<file path="src/rtl/pnc_pkg.sv">
// Package for the palette nearest-colour search core.
// Holds shared types, widths, constants and the light-scaling function.
// Depends on nothing.
`timescale 1ns / 1ps

package pnc_pkg;

  localparam int ENTRY_COUNT_DEF = 256;
  localparam int CHAN_W          = 8;
  localparam int LEVEL_W         = 7;
  localparam int DIFF_W          = 13;
  localparam int SQ_W            = 24;
  localparam int SCORE_W         = 24;
  localparam int LEVEL_SHIFT     = 6;

  localparam logic [SCORE_W-1:0] COLOUR_BOUND = SCORE_W'(9999999);
  localparam logic [SCORE_W-1:0] LIT_BOUND    = '1;

  typedef enum logic [1:0] {
    OP_LOAD   = 2'd0,
    OP_LIT    = 2'd1,
    OP_COLOUR = 2'd2
  } op_t;

  typedef enum logic [2:0] {
    S_IDLE,
    S_LOAD,
    S_FETCH,
    S_SEARCH,
    S_DRAIN
  } state_t;

  typedef struct packed {
    logic [CHAN_W-1:0] red;
    logic [CHAN_W-1:0] green;
    logic [CHAN_W-1:0] blue;
  } colour_t;

  // Scales one channel by level/64 and clamps it to 255.
  function automatic logic [CHAN_W-1:0] scale_channel(input logic [CHAN_W-1:0] v,
                                                      input logic [LEVEL_W-1:0] level);
    logic [CHAN_W+LEVEL_W-1:0] prod;
    logic [CHAN_W+LEVEL_W-LEVEL_SHIFT-1:0] s;
    prod = {{LEVEL_W{1'b0}}, v} * {{CHAN_W{1'b0}}, level};
    s = prod[CHAN_W+LEVEL_W-1:LEVEL_SHIFT];
    if (s[CHAN_W+LEVEL_W-LEVEL_SHIFT-1:CHAN_W] != '0) begin
      return '1;
    end
    return s[CHAN_W-1:0];
  endfunction

endpackage

</file>
<file path="src/rtl/pnc_cell.sv">
// One palette entry in the rotating ring of cells.
// Depends on pnc_pkg for the colour type.
`timescale 1ns / 1ps

module pnc_cell (
  input  logic             clk,
  input  logic             rst,
  input  logic             shift,
  input  pnc_pkg::colour_t d,
  output pnc_pkg::colour_t q
);
  import pnc_pkg::*;

  colour_t entry;

  always_ff @(posedge clk) begin
    if (rst) begin
      entry <= '0;
    end else if (shift) begin
      entry <= d;
    end
  end

  assign q = entry;

endmodule

</file>
<file path="config.mk">
export PLATFORM = sky130hd
export DESIGN_NAME = pnc_cell
export DESIGN_NICKNAME = d
export VERILOG_FILES = /design/src/rtl/pnc_pkg.sv /design/src/rtl/pnc_cell.sv
export SDC_FILE = /design/constraint.sdc
export NUM_CORES = 1
export LEC_CHECK = 0
export BUFFER_PORTS_ARGS = -buffer_cell sky130_fd_sc_hd__buf_2
export CAP_MARGIN = 20
export CELL_PAD_IN_SITES_DETAIL_PLACEMENT = 2
export CELL_PAD_IN_SITES_GLOBAL_PLACEMENT = 2
export CORE_ASPECT_RATIO = 2
export CORE_MARGIN = 1
export CORE_UTILIZATION = 25
export DETAILED_ROUTE_END_ITERATION = 12
export PLACE_DENSITY = 0.76
export SETUP_SLACK_MARGIN = 0.3
export SYNTH_ARGS = -nofsm -noshare
export SYNTH_HDL_FRONTEND = slang
export SYNTH_SLANG_ARGS = --single-unit
</file>
<file path="constraint.sdc">
create_clock -name clk -period 0.98 [get_ports clk]
set_input_delay 0.049 -clock clk [delete_from_list [all_inputs] [get_ports clk]]
set_output_delay 0.049 -clock clk [all_outputs]
set_load 0.05 [all_outputs]
</file>
==> impl_metrics.py <==
metrics = {
    "status": {
        "status": "finished, violations left",
        "violations": "DRC",
    },
    "placed_design": {
        "portBuffers": 50,
        "place_congestion": 0.6036,
        "dp_slack_ns": 0.1821,
        "hpwl_um": 1581,
    },
    "route": {
        "vias": 730,
        "route.detailed.drc": 6,
        "firstDrtPassIters": 7,
        "avgViaCountPerCell": 4.591,
        "wire_per_inst_um": 13.84,
        "ant_nets": 0,
        "routed_wl_um": 2200,
        "first_iter_violations": 11,
    },
    "worst_setup_path": {
        "setup.worst_path.start": "q[0]$_SDFFE_PP0P_",
        "required_ns": 0.93,
        "rrSetupSlack_ns": 0.29,
        "reg2reg_to": "q[17]$_SDFFE_PP0P_",
        "worstSetupEndpointType": "output pin",
        "cp_max_fo": 2,
        "cp-endpoint": "q[0]",
        "arrival_ns": 0.76,
        "cp-start-kind": "flop",
        "r2r_cells": 2,
        "crit_buf_inv": 1,
        "cpLargestDelayFamily": "flip-flops",
        "cpPeakStageDelay_ns": 0.36,
        "crit_chain": "buf_8",
        "criticalPathCategory": "reg2out",
        "slowest_stage": "dfxtp_4",
        "worst_r2r_startpoint": "q[17]$_SDFFE_PP0P_",
        "crit_cells": 1,
    },
    "pwr": {
        "irDropWorstVdd_mv": 0.7420,
        "p_leak_nw": 0.7086,
        "powerDensity_nw_per_um2": 1464,
    },
    "sta": {
        "post-route-period-util": 0.8267,
        "rsz0062_at_grt": "yes",
        "tightest_slew_ns": 0.4353,
        "fmax_ghz": 1.234,
        "slew_headroom": 0.7098,
        "setup_viol": 0,
        "skew_ns": 0,
        "fin_ws_ns": 0.1698,
        "hold_viol_final": 0,
        "period_needed_ns": 0.8102,
        "setup_tns_ns": 0,
        "final_max_slew_viol_count": 0,
    },
    "cells_and_area": {
        "layout_commonest_cell": "buf_2",
        "nets": 155,
        "drive_above_1_share": 0.6142,
        "largest_reg_flops": 24,
        "syn_to_final_growth_pct": 72.09,
        "diodes": 0,
        "final_cell_mix": "26 x buf_2, 24 x mux2i_1, 24 x nor2_1, 24 x buf_8, 24 x dfxtp_4",
    },
    "clocking": {
        "cts_tree": "done",
        "insertion_delay_ns": 0.26,
        "clock-sinks": 24,
        "htreeDepth": 1,
        "numCtsBuffers": 3,
        "clk_pin_slew_ns": 0.08,
        "cts_setup_buffers": 0,
        "clock-root-buffer": "clkbuf_8",
        "clk_path_buf_depth": 2,
    },
    "floorplan": {
        "fp.dieH_um": 85.41,
        "die_area_um2": 3733,
        "initial_utilization": 0.2603,
        "core_um2": 3341,
        "row_count": 30,
        "fp.dieW_um": 43.71,
        "io_pins": 51,
    },
    "grt": {
        "grt_usage": 0.1326,
        "grt.overflow.total": 0,
        "grt_max_degree": 25,
        "antenna_found_initial": 0,
        "grt_pass1_wl_um": 3657,
        "grt_pass1_vias": 861,
    },
    "logic_synthesis": {
        "yosysTopAreaCell": "dfxtp_1",
        "synth-seq-cells": 24,
        "synth_area_um2": 869.6,
        "synth_cell_types": 6,
        "ys_seq_area_frac": 0.5525,
        "synth_nets": 104,
        "synth.avg_cell_area_um2": 11.29,
        "synth_top_area_frac": 0.5525,
        "syn_inst": 77,
        "ys_top_cells_by_area": "dfxtp_1 55%, mux2i_1 28%, nor2_1 10%",
        "synth_warnings": 0,
    },
    "job": {
        "maxCapViolCount": 0,
    },
    "worst_hold_path": {
        "hold_class": "in2reg",
    },
}
==> stage by stage <==
stage	total power, W	cell area, um2	instances	util	hold slack, ns
global route	0.002328	1496	159	0.4479	0.02724
finish	0.002191	1496	159	0.4479	0.02606
floorplan	0.001399	959.7	77	-	0.1117
CTS	0.002243	1496	159	0.4479	0.01222
global placement	0.001502	1211	155	0.3625	0.2812
detailed placement	0.001516	1211	155	0.3625	0.2969
==> worst min-delay path by stage <==
stage               start  slack, ns            endpoint  depth (start not counted)
detailed placement   d[1]       0.30   q[1]$_SDFFE_PP0P_                          3
floorplan             rst       0.11  q[15]$_SDFFE_PP0P_                          1
global placement    d[14]       0.28  q[14]$_SDFFE_PP0P_                          3
finish               d[2]       0.03   q[2]$_SDFFE_PP0P_                          3
global route         d[2]       0.03   q[2]$_SDFFE_PP0P_                          3
CTS                  d[2]       0.01   q[2]$_SDFFE_PP0P_                          3
==> worst min-delay path, cell delays in order <==
cell and delay, ns:
buf_2 0.08, mux2i_1 0.05, nor2_1 0.07
==> metal layers <==
layer | global-route usage | up-vias | wire length, um
met5 | 0 | - | 0
met4 | 0.05966 | 0 | 17
met3 | 0.02340 | 2 | 155
met2 | 0.2537 | 39 | 1321
met1 | 0.1278 | 339 | 706
li1 | - | 350 | -
==> layout make-up <==
type                    count  area, um2
fillers                   354       1844
flip-flops and latches     24      570.5
well taps                  32      40.04
clock buffers               3      41.29
repair buffers             51      510.5
clock inverters             1      3.754
multi-input cells          48      330.3
==> report_power, final <==
group | internal, W | switching [W] | total, W | leakage [nW]
Combinational | 0.000253 | 0.000314 | 0.000567 | 0.471
Sequential | 0.00101 | 0.0000511 | 0.00106 | 0.214
Clock | 0.000279 | 0.000284 | 0.000563 | 0.0231
Total | 0.00154 | 0.000650 | 0.00219 | 0.709
==> cell families (layout without fill, tap and decap cells) <==
| kind of cell | count (synthesis) | count (layout) | share of synthesized area |
|---|---|---|---|
| muxes | 24 | 24 | 0.2763 |
| DFF | 24 | 24 | 0.5525 |
| and+or+nand+nor | 24 | 24 | 0.1036 |
| buffers and inverters | 5 | 55 | 0.06763 |
==> cell usage after synthesis <==
| cell type | instances |
|---|---|
| dfxtp_1 | 24 |
| mux2i_1 | 24 |
| nor2_1 | 24 |
| buf_12 | 2 |
| clkbuf_1 | 2 |
| buf_6 | 1 |
==> repair_timing <==
action,4_1_cts,5_1_grt
gates resized for setup,72,0
endpoints found under the setup margin,24,47
hold buffers,0,0
No activity file was read; power rests on OpenSTA's default activity.
