`config.mk`:
```
export PLATFORM = sky130hd
export DESIGN_NAME = pnc_dist
export DESIGN_NICKNAME = d
export VERILOG_FILES = /design/src/rtl/pnc_pkg.sv /design/src/rtl/pnc_dist.sv
export SDC_FILE = /design/constraint.sdc
export NUM_CORES = 1
export LEC_CHECK = 0
export ABC_AREA = 1
export BUFFER_PORTS_ARGS = -buffer_cell sky130_fd_sc_hd__buf_2
export CORE_UTILIZATION = 40
export DETAILED_ROUTE_END_ITERATION = 12
export SYNTH_ARGS = -nofsm -noshare
export SYNTH_HDL_FRONTEND = slang
export SYNTH_SLANG_ARGS = --single-unit
```
`constraint.sdc`:
```
create_clock -name clk -period 6.9 [get_ports clk]
set_input_delay 1.035 -clock clk [delete_from_list [all_inputs] [get_ports clk]]
set_output_delay 1.035 -clock clk [all_outputs]
set_load 0.05 [all_outputs]
```
`src/rtl/pnc_pkg.sv`:
```
// Package for the palette nearest-colour search core.
// Holds shared types, widths, constants and the light-scaling function.
// Depends on nothing.
`timescale 1ns / 1ps

package pnc_pkg;

  localparam int ENTRY_COUNT_DEF = 256;
  localparam int CHAN_W          = 8;
  localparam int LEVEL_W         = 7;
  localparam int DIFF_W          = 13;
  localparam int SQ_W            = 24;
  localparam int SCORE_W         = 24;
  localparam int LEVEL_SHIFT     = 6;

  localparam logic [SCORE_W-1:0] COLOUR_BOUND = SCORE_W'(9999999);
  localparam logic [SCORE_W-1:0] LIT_BOUND    = '1;

  typedef enum logic [1:0] {
    OP_LOAD   = 2'd0,
    OP_LIT    = 2'd1,
    OP_COLOUR = 2'd2
  } op_t;

  typedef enum logic [2:0] {
    S_IDLE,
    S_LOAD,
    S_FETCH,
    S_SEARCH,
    S_DRAIN
  } state_t;

  typedef struct packed {
    logic [CHAN_W-1:0] red;
    logic [CHAN_W-1:0] green;
    logic [CHAN_W-1:0] blue;
  } colour_t;

  // Scales one channel by level/64 and clamps it to 255.
  function automatic logic [CHAN_W-1:0] scale_channel(input logic [CHAN_W-1:0] v,
                                                      input logic [LEVEL_W-1:0] level);
    logic [CHAN_W+LEVEL_W-1:0] prod;
    logic [CHAN_W+LEVEL_W-LEVEL_SHIFT-1:0] s;
    prod = {{LEVEL_W{1'b0}}, v} * {{CHAN_W{1'b0}}, level};
    s = prod[CHAN_W+LEVEL_W-1:LEVEL_SHIFT];
    if (s[CHAN_W+LEVEL_W-LEVEL_SHIFT-1:CHAN_W] != '0) begin
      return '1;
    end
    return s[CHAN_W-1:0];
  endfunction

endpackage

```
`src/rtl/pnc_dist.sv`:
```
// Three-stage weighted distance pipeline shared by both lookup kinds.
// Depends on pnc_pkg for widths and the colour type.
`timescale 1ns / 1ps

module pnc_dist #(
  parameter int IDXW = 8
) (
  input  logic                         clk,
  input  logic                         rst,
  input  logic                         in_valid,
  input  logic [IDXW-1:0]              in_idx,
  input  pnc_pkg::colour_t             entry,
  input  pnc_pkg::colour_t             target,
  input  logic                         add_sum,
  output logic                         out_valid,
  output logic [IDXW-1:0]              out_idx,
  output logic [pnc_pkg::SCORE_W-1:0]  out_score,
  output logic                         pipe_busy
);
  import pnc_pkg::*;

  logic                     v1, v2;
  logic [IDXW-1:0]          idx1, idx2;
  logic signed [DIFF_W-1:0] db, dg, dr, ds;
  logic [SQ_W-1:0]          sqb, sqg, sqr, sqs;
  logic signed [DIFF_W-1:0] db_c, dg_c, dr_c;

  always_comb begin
    db_c = DIFF_W'(signed'({1'b0, entry.blue}))  - DIFF_W'(signed'({1'b0, target.blue}));
    dg_c = DIFF_W'(signed'({1'b0, entry.green})) - DIFF_W'(signed'({1'b0, target.green}));
    dr_c = DIFF_W'(signed'({1'b0, entry.red}))   - DIFF_W'(signed'({1'b0, target.red}));
  end

  always_ff @(posedge clk) begin
    if (rst) begin
      v1        <= 1'b0;
      v2        <= 1'b0;
      out_valid <= 1'b0;
    end else begin
      v1        <= in_valid;
      v2        <= v1;
      out_valid <= v2;
    end
  end

  // Weights 4, 5 and 3 are shift-and-add.
  always_ff @(posedge clk) begin
    idx1 <= in_idx;
    db   <= db_c <<< 2;
    dg   <= (dg_c <<< 2) + dg_c;
    dr   <= (dr_c <<< 1) + dr_c;
    ds   <= (db_c <<< 2) + (dg_c <<< 2) + dg_c + (dr_c <<< 1) + dr_c;
  end

  // The differences are sign-extended to the full square width before the
  // multiply, so that no square loses its upper bits.
  always_ff @(posedge clk) begin
    idx2 <= idx1;
    sqb  <= unsigned'(SQ_W'(db) * SQ_W'(db));
    sqg  <= unsigned'(SQ_W'(dg) * SQ_W'(dg));
    sqr  <= unsigned'(SQ_W'(dr) * SQ_W'(dr));
    sqs  <= add_sum ? unsigned'(SQ_W'(ds) * SQ_W'(ds)) : '0;
  end

  always_ff @(posedge clk) begin
    out_idx   <= idx2;
    out_score <= sqb + sqg + sqr + sqs;
  end

  assign pipe_busy = v1 | v2 | out_valid;

endmodule

```
==> results of run 1 <==
synth_stat cells, types with 3 or more instances:
cell	count	area, um^2
nand3b_1	7	52.6
a31oi_1	8	50.1
o211ai_1	10	75.1
ha_1	285	3570
a21oi_1	154	771
o21a_1	6	45.0
xnor2_1	39	342
nor3_1	16	80.1
nor4_1	4	25.0
nor2_1	131	492
nand4_1	23	144
dfxtp_1	180	3600
a21o_1	5	37.5
nand2_1	560	2100
or2_2	14	87.6
inv_1	866	3250
and2_1	3	18.8
nand3_1	74	370
o21bai_1	6	45.0
clkbuf_1	48	180
fa_1	491	9830
o21ai_2	4	35.0
xor2_1	86	753
o21ai_0	76	380
cells by family (layout without fill, tap and decap cells):
group                      Yosys count  after routing  synth area share [%]
xor gates and xnor gates           125            125                  4.13
AOI/OAI and AO/OA                  281            281                  5.81
other                                1              3                0.0142
and+or+nand+nor                    836            836                  12.9
adders and majority gates          776            776                  50.6
DFF                                180            180                  13.6
buffers and inverters              918           1000                  13.0
area by class of cell:
class / instances / share of cell area [%]
timing repair buffer: 100 / 1.82
sequential: 180 / 12.6
clock inverter: 14 / 0.597
multi-input combinational: 2021 / 68.2
tap: 855 / 3.75
clock buffer: 18 / 1.51
inverter: 868 / 11.4
metal layers:
layer	global-route usage (%)	vias up	share of wire, %
met5	0	-	0
met3	2.64	54	4.1
li1	-	9389	-
met4	4.58	0	1.6
met1	25.8	9041	47
met2	32.0	334	47
per-stage QoR:
stage	util [%]	instance area, um^2	worst slack, ns
after CTS	43.9	28500	1.38
after detailed placement	43.0	27900	1.33
after global placement	43.0	27900	1.28
final	43.9	28500	1.37
after global routing	43.9	28500	1.03
after floorplan	-	26500	1.81
cell usage in the layout (no fill, tap or decap), types with 3 or more instances in the layout:
master        n
a31oi_1       8
nor4_1        4
nor3_1       16
or2_2        14
nor2_1      131
o211ai_1     10
nand3b_1      7
clkinvlp_4    3
buf_2        93
nand3_1      74
conb_1        3
and2_1        3
dfxtp_1     180
o21ai_2       4
fa_1        491
a21oi_1     154
clkinv_8      4
clkbuf_16    17
inv_1       866
inv_6         4
xnor2_1      39
nand2_1     560
buf_4         7
o21a_1        6
o21ai_0      76
a21o_1        5
nand4_1      23
xor2_1       86
ha_1        285
o21bai_1      6
registers in the layout (all words and copies together), names as in the netlist:
signal	flops
out_score	24
sqg	23
sqs	23
sqr	21
sqb	17
ds	13
dg	12
dr	11
db	9
idx1	8
idx2	8
out_idx	8
out_valid	1
v1	1
v2	1
final timing paths:
check                              from    endpoint  slack (ns)  depth (start not counted)
worst min register to register  idx2[1]  out_idx[1]        0.33                          0
worst max register to register    ds[3]     sqs[23]        1.37                         20
worst max-delay path              ds[3]     sqs[23]        1.37                         20
worst min-delay path            idx2[1]  out_idx[1]        0.33                          0
==> out/results.ini, run 1 <==
[clock_network]
post-cts-setup-buffer-count=0
worstSkewPairLatency_ns=0.50
cts_tree=built
clock_sinks=180
postCtsResizedCells=0
cts_max_level=4
holdBufCountCts=0
clkTransAtPathRegs_ns=0.08
clockRootBuffer=clkbuf_16
cts_made_buffers=17
clk_path_buf_depth=2

[detailed_routing]
viasPerCell=4.64
drtPass1Iterations=5
drc=0
wl_um=59400
vias=18800
drt_iter0_markers=996
routedWlPerCell_um=14.6
postRouteAntennaNets=0

[yosys]
synth_edf_count=0
ys_async_sr_fraction_pct=0
ys_ff_latch=180
synth.avg_cell_area_um2=8.50
synth_flop_cell=dfxtp_1
yosysWarnings=0
synthCells=3117
ys_types=42
ys_seq_area_share_pct=13.6
syn-cell-area_um2=26500

[layout]
nFillCells=6484
fin_nets=4024
drive_gt1_share_pct=4.94
diodes=0
syn_to_final_growth_pct=7.57
seqCellArea_um2=3600
final_cells=4056
multi_input_comb_area_um2=19400

[floorplanning]
die_w_um=259
core_area_um2=64900
die-area_um2=67300
start_util_pct=40.8
fp-row-count=93
die_h_um=259
io_pins=94

[placement]
gp_congestion=0.897
dp_cells=4024
dp_hpwl_um=51700
port_buffers=93

[run]
maxCapViolations=0

[critical_path]
end_kind=flop
required_ns=7.30
crit_top_cell=fa_1
path_delay_family=adder cells
worstSetupStartpointType=flop
path_max_fanout=16
cp_slowest_cell=dfxtp_1
crit_arrival_ns=5.93
max_stage_delay_ns=0.76
path_buf_inv=4
crit_chain=nand2_1 -> fa_1 -> fa_1 -> inv_1 -> fa_1 -> inv_1 -> fa_1 -> fa_1 -> inv_1 -> ha_1 -> ha_1 -> nand2_1 -> nor2_1 -> inv_1 -> nor2_1 -> nand3_1 -> nand3_1 -> nand3_1 -> nand2_1 -> nor2_1
criticalPathCategory=reg2reg

[sta]
rsz0062_at_grt=false
finalHoldViolations=0
setup_viol=0
worstMarginPinSlew_ns=0.784
drv_slew=0
fin_setup_tns_ns=0
min_period_ns=5.53
period_share_pct=80.1
fmax_ghz=0.181
hold_ws_ns=0.328
fin_skew_ns=0.0155
max_slew_margin_pct=47.7

[grt]
grt_pass1_vias=20000
grt_usage_pct=19.0
antenna_found_initial=2
gr-total-overflow=0
grt_pass1_wl_um=101000
grt_max_degree=21

[status]
status=finished clean

[hold_path]
hp-class=reg2reg

Power of run 1 is not shown: default switching activity piles up to over one toggle a cycle in this logic, so the estimate is an artifact.
==> run 2, diff against run 1 <==
--- a/config.mk
+++ b/config.mk
@@ -5,7 +5,7 @@
 export SDC_FILE = /design/constraint.sdc
 export NUM_CORES = 1
 export LEC_CHECK = 0
-export ABC_AREA = 1
+export ABC_AREA = 0
 export BUFFER_PORTS_ARGS = -buffer_cell sky130_fd_sc_hd__buf_2
 export CORE_UTILIZATION = 40
 export DETAILED_ROUTE_END_ITERATION = 12
==> constraint.sdc (replaced) <==
create_clock -name clk -period 5.43 [get_ports clk]
set_input_delay 0.8145 -clock clk [delete_from_list [all_inputs] [get_ports clk]]
set_output_delay 0.8145 -clock clk [all_outputs]
set_load 0.05 [all_outputs]
==> run 2 against run 1 <==
Against the previous run:
- critical path type unchanged
- setup slack worse by 1.4 ns
- critical endpoint is now sqg[23]
- non-clock buffer count is 202 higher
- the run now ends with setup timing left
- maximum frequency is 1.6% higher
- critical path depth down 2
- first-iteration DRC count down 15%
- wire length is 7.8% lower
- count of clock-buffer cells in the layout increased by 1
- highest routed layer unchanged
==> out/results.ini, run 2 <==
[status]
status=complete, but fails checks
violations=setup timing

[yosys]
synthAdderAreaFrac_pct=53.4
synth.avg_cell_area_um2=9.90
synthSimpleGateAreaFrac_pct=9.36
syn-cell-area_um2=25100
synthTopCellsByArea=fa_1 (39%), dfxtp_1 (14%), ha_1 (14%), inv_1 (9.4%), xnor2_1 (4.3%)
synthCells=2533
synth_flop_cell=dfxtp_1
ys_ff_latch=180
synthMuxAreaShare_pct=0.165
synth_top_family_by_area=adder cells
synthXorXnorAreaFrac_pct=5.85
synth_area_leader_cell=fa_1
synth_compound_area_share_pct=6.65
yosysMostFrequentCell=inv_1
ys_seq_area_share_pct=14.4
synth_edf_count=0
ys_types=53
yosysTopAreaCellShare_pct=39.2
yosysWarnings=0
ys_async_sr_fraction_pct=0
ys_top_cells_by_count=inv_1 (630), fa_1 (491), ha_1 (285)

[layout]
reg_top3=out_score (24), sqg (23), sqs (23)
max_flop_register=out_score
diodes=0
largest_register_ffs=24
fin_nets=3644
layout_common_cells=inv_1 (622), fa_1 (485), ha_1 (280)
multi_input_comb_area_um2=19100
seqCellArea_um2=3690
final_common_cell=inv_1
drive_gt1_share_pct=15.7
syn_to_final_growth_pct=15.5
final_core_util_pct=46.9
nFillCells=5774

[sta]
max_slew_margin_pct=58.2
setup_viol=1
period_share_pct=100
min_period_ns=5.44
finalHoldViolations=0
fin_ws_ns=-0.0111
fin_setup_tns_ns=-0.0111
drv_slew=0
rsz0062_at_grt=true
fmax_ghz=0.184
fin_skew_ns=0.0178
worstMarginPinSlew_ns=0.620

[grt]
grt_usage_pct=18.9
gr-total-overflow=0
grt_max_degree=24
grt_pass1_vias=19000
antenna_found_initial=0
grt_pass1_wl_um=94200

[clock_network]
clockRootBuffer=clkbuf_16
clock_sinks=180
clk_path_buf_depth=2
cts_made_buffers=17
worstSkewPairLatency_ns=0.50
holdBufCountCts=0
clkTransAtPathRegs_ns=0.08
cts_tree=built
cts_max_level=4

[hold_path]
hold_depth=0
hp-class=reg2reg

[floorplanning]
start_util_pct=40.6
die-area_um2=63700
die_w_um=252
io_pins=94
die_h_um=252
fp-row-count=91
core_area_um2=61800

[detailed_routing]
vias=17000
postRouteAntennaNets=0
drc=0
drt-met1-wl_um=25000
drtPass1Iterations=5
wl_met2_um=26800
highest-signal-layer=met4
wl_um=54800
drt_iter0_markers=849
wl_met3_um=1570
routedWlPerCell_um=15.0
viasPerCell=4.65

[critical_path]
path_max_fanout=4
reg2regPathDepth=18
crit_arrival_ns=5.82
end_kind=flop
required_ns=5.81
worstSetupStartpointType=flop
criticalPathCategory=reg2reg

[placement]
gp_congestion=0.881
dp_hpwl_um=48500
port_buffers=93

[run]
maxCapViolations=0

run 2: cell count changes in the layout (fill, tap and decap cells not counted), moves of 44 or more:
cell     previous run  this run
nand3_1            74        14
nand2_1           560       144
buf_4               7       202
and2_1              3       117
xor2_1             86        42
inv_1             866       622
xnor2_1            39       122
nor2_1            131        73
a21oi_1           154        74
run 2: area by class of cell:
| cell class | count | share of cell area (%) |
|---|---|---|
| well taps | 837 | 3.62 |
| multi-input cells | 1676 | 66.1 |
| clock inverters | 13 | 0.618 |
| inverters | 631 | 8.19 |
| repair buffers | 302 | 7.17 |
| flip-flops and latches | 180 | 12.7 |
| clock buffers | 19 | 1.56 |
run 2: per-layer routing:
layer | GRT usage [%] | up-vias
met3 | 2.54 | 52
met5 | 0 | -
met2 | 32.6 | 230
li1 | - | 8215
met1 | 24.5 | 8509
met4 | 5.82 | 0
run 2: path summary, 6_finish.rpt:
check / start / end / slack (ns)
worst min register to register: idx1[7] / idx2[7] / 0.33
worst max-delay path: dg[9] / sqg[23] / -0.01
worst min-delay path: idx1[7] / idx2[7] / 0.33
worst max register to register: dg[9] / sqg[23] / -0.01
run 2: worst max-delay path: stages, from the launching register on:
cell	delay, ns
dfxtp_4	0.36
and2_4	0.17
fa_1	0.53
inv_1	0.05
fa_1	0.46
fa_1	0.51
inv_2	0.04
fa_1	0.54
inv_2	0.04
fa_1	0.47
inv_1	0.04
ha_2	0.16
or3_4	0.34
o311a_4	0.38
or3_4	0.35
o311a_4	0.33
a211o_1	0.26
a21o_1	0.18
xnor2_1	0.12
run 2: cells by family after synthesis:
| family | after synthesis |
|---|---|
| adders and majority gates | 776 |
| and+or+nand+nor | 469 |
| DFF | 180 |
| buffers and inverters | 679 |
| muxes | 4 |
| other | 1 |
| AOI/OAI and AO/OA | 258 |
| xor gates and xnor gates | 166 |
run 2: what timing repair did:
action	CTS	global route
buffers inserted	5	8
endpoints found under the setup margin	5	20
pin swaps	9	27
gates resized for setup	40	80
run 2: stage by stage:
step,hold WS [ns],std cells,setup slack [ns],cell area (um^2)
after CTS,0.329,3650,-0.0127,28700
after global routing,0.335,3658,-0.194,29000
final,0.327,3658,-0.0111,29000
after floorplan,0.310,2535,-0.0367,25200
after detailed placement,0.312,3613,-0.198,27900
after global placement,0.311,3613,-0.115,27900
Power of run 2 is left out for the same reason.
==> run 3, diff against run 2 <==
--- a/config.mk
+++ b/config.mk
@@ -9,6 +9,7 @@
 export BUFFER_PORTS_ARGS = -buffer_cell sky130_fd_sc_hd__buf_2
 export CORE_UTILIZATION = 40
 export DETAILED_ROUTE_END_ITERATION = 12
+export PLACE_DENSITY = 0.67
 export SYNTH_ARGS = -nofsm -noshare
 export SYNTH_HDL_FRONTEND = slang
 export SYNTH_SLANG_ARGS = --single-unit
==> run 3 against run 2 <==
Against the previous run:
- the run still ends with setup timing left
- first-iteration DRC count fell by 17%
- count of clock-buffer cells in the layout shrank 2
- global-route usage shrank 0.99 points
- maximum frequency barely moved
- wire length shrank 3.9%
- final cell count rose by 0.16%
- flip-flop and latch count unchanged
- non-clock buffer count grew 5
- die area did not move
- sequential share of layout area fell by 0.068 points
- critical path type unchanged
- critical endpoint unchanged
==> out/results.ini, run 3 (synthesized netlist as in run 2, its figures left out) <==
[clock_network]
clock_sinks=180
cts_tree=built
cts_max_level=4
cts_made_buffers=17
clkTransAtPathRegs_ns=0.08
worstSkewPairLatency_ns=0.49
clk_path_buf_depth=2
holdBufCountCts=0
clockRootBuffer=clkbuf_16

[critical_path]
crit_arrival_ns=5.82
worstSetupStartpointType=flop
criticalPathCategory=reg2reg
path_buf_inv=6
crit_chain=buf_12 -> nand2_1 -> inv_1 -> fa_1 -> inv_1 -> fa_1 -> fa_1 -> inv_1 -> fa_1 -> inv_1 -> fa_1 -> inv_1 -> ha_2 -> or3_4 -> o311a_4 -> or3_4 -> o311a_4 -> a211o_1 -> a21o_1 -> xnor2_1
cp_slowest_cell=fa_1
path_delay_family=adder cells
required_ns=5.81
path_max_fanout=5
max_stage_delay_ns=0.53
end_kind=flop

[detailed_routing]
vias=16900
drc=0
drtPass1Iterations=5
wl_um=52700
drt_iter0_markers=701
viasPerCell=4.60
postRouteAntennaNets=0
routedWlPerCell_um=14.4

[placement]
dp_hpwl_um=46300
gp_congestion=0.892
dp_cells=3624
pre_cts_ws_ns=-0.176
port_buffers=93
place_area_um2=28000

[floorplanning]
fp-row-count=91
io_pins=94
die_h_um=252
start_util_pct=40.6
die-area_um2=63700
die_w_um=252
core_area_um2=61800

[run]
maxCapViolations=0

[grt]
gr-total-overflow=0
grt_pass1_vias=17900
antenna_found_initial=2
grt_max_degree=24
grt_usage_pct=17.9
grt_pass1_wl_um=89000

[layout]
drive_gt1_share_pct=15.8
syn_to_final_growth_pct=16.0
max_flop_register=out_score
final_area_um2=29100
final_cells=3664
final_common_cell=inv_1
fin_nets=3649
largest_register_ffs=24
layout_common_cells=inv_1 (620), fa_1 (482), ha_1 (273)
reg_top3=out_score (24), sqg (23), sqs (23)

[sta]
period_share_pct=100
finalHoldViolations=0
hold_ws_ns=0.330
setup_viol=1
worstMarginPinSlew_ns=0.569
min_period_ns=5.45
fin_skew_ns=0.0166
max_slew_margin_pct=61.7
rsz0062_at_grt=true
drv_slew=0
fin_ws_ns=-0.0153
fmax_ghz=0.184

[status]
violations=setup timing
status=complete, but fails checks

[hold_path]
hp-class=reg2reg

## run 3: worst reg2reg max path: stages, from the launching register on
cell and delay (ns):
dfxtp_1 0.33, buf_12 0.13, nand2_1 0.07, inv_1 0.07
fa_1 0.48, inv_1 0.05, fa_1 0.47, fa_1 0.50
inv_1 0.06, fa_1 0.53, inv_1 0.05, fa_1 0.47
inv_1 0.04, ha_2 0.16, or3_4 0.34, o311a_4 0.32
or3_4 0.39, o311a_4 0.33, a211o_1 0.25, a21o_1 0.18
xnor2_1 0.11
## run 3: final timing paths
| check | slack (ns) | to | from | cells past startpoint |
|---|---|---|---|---|
| hold reg to reg | 0.33 | out_idx[7] | idx2[7] | 0 |
| setup reg to reg | -0.02 | sqg[23] | dg[11] | 20 |
| hold / removal | 0.33 | out_idx[7] | idx2[7] | 0 |
| setup / recovery | -0.02 | sqg[23] | dg[11] | 20 |
## run 3: stage by stage
stage	TNS, ns	utilization, %
final	-0.0153	47.1
after global placement	-0.631	45.3
after detailed placement	-0.747	45.3
after floorplan	-0.0367	-
after CTS	-0.0438	46.4
after global routing	-0.293	47.1
## run 3: final cells by class
type                    count  area (um^2)
fillers                  5850        32700
multi-input cells        1676        19200
well taps                 837         1050
inverters                 631         2370
flip-flops and latches    180         3680
clock buffers              17          425
clock inverters            15          208
diodes                      1         2.50
repair buffers            307         2130
## run 3: timing repair
action,in CTS,in global routing
setup buffers,1,6
setup endpoints to repair,8,17
pin swaps,4,24
resized for setup,27,94
## run 3: metal layers
layer / track usage, % / wire length [um] / vias up
met5: 0 / 0 / -
met4: 5.35 / 1270 / 0
met3: 2.58 / 1880 / 54
met2: 29.9 / 25200 / 242
met1: 23.9 / 24300 / 8363
li1: - / - / 8204
Power of run 3 is left out for the same reason.
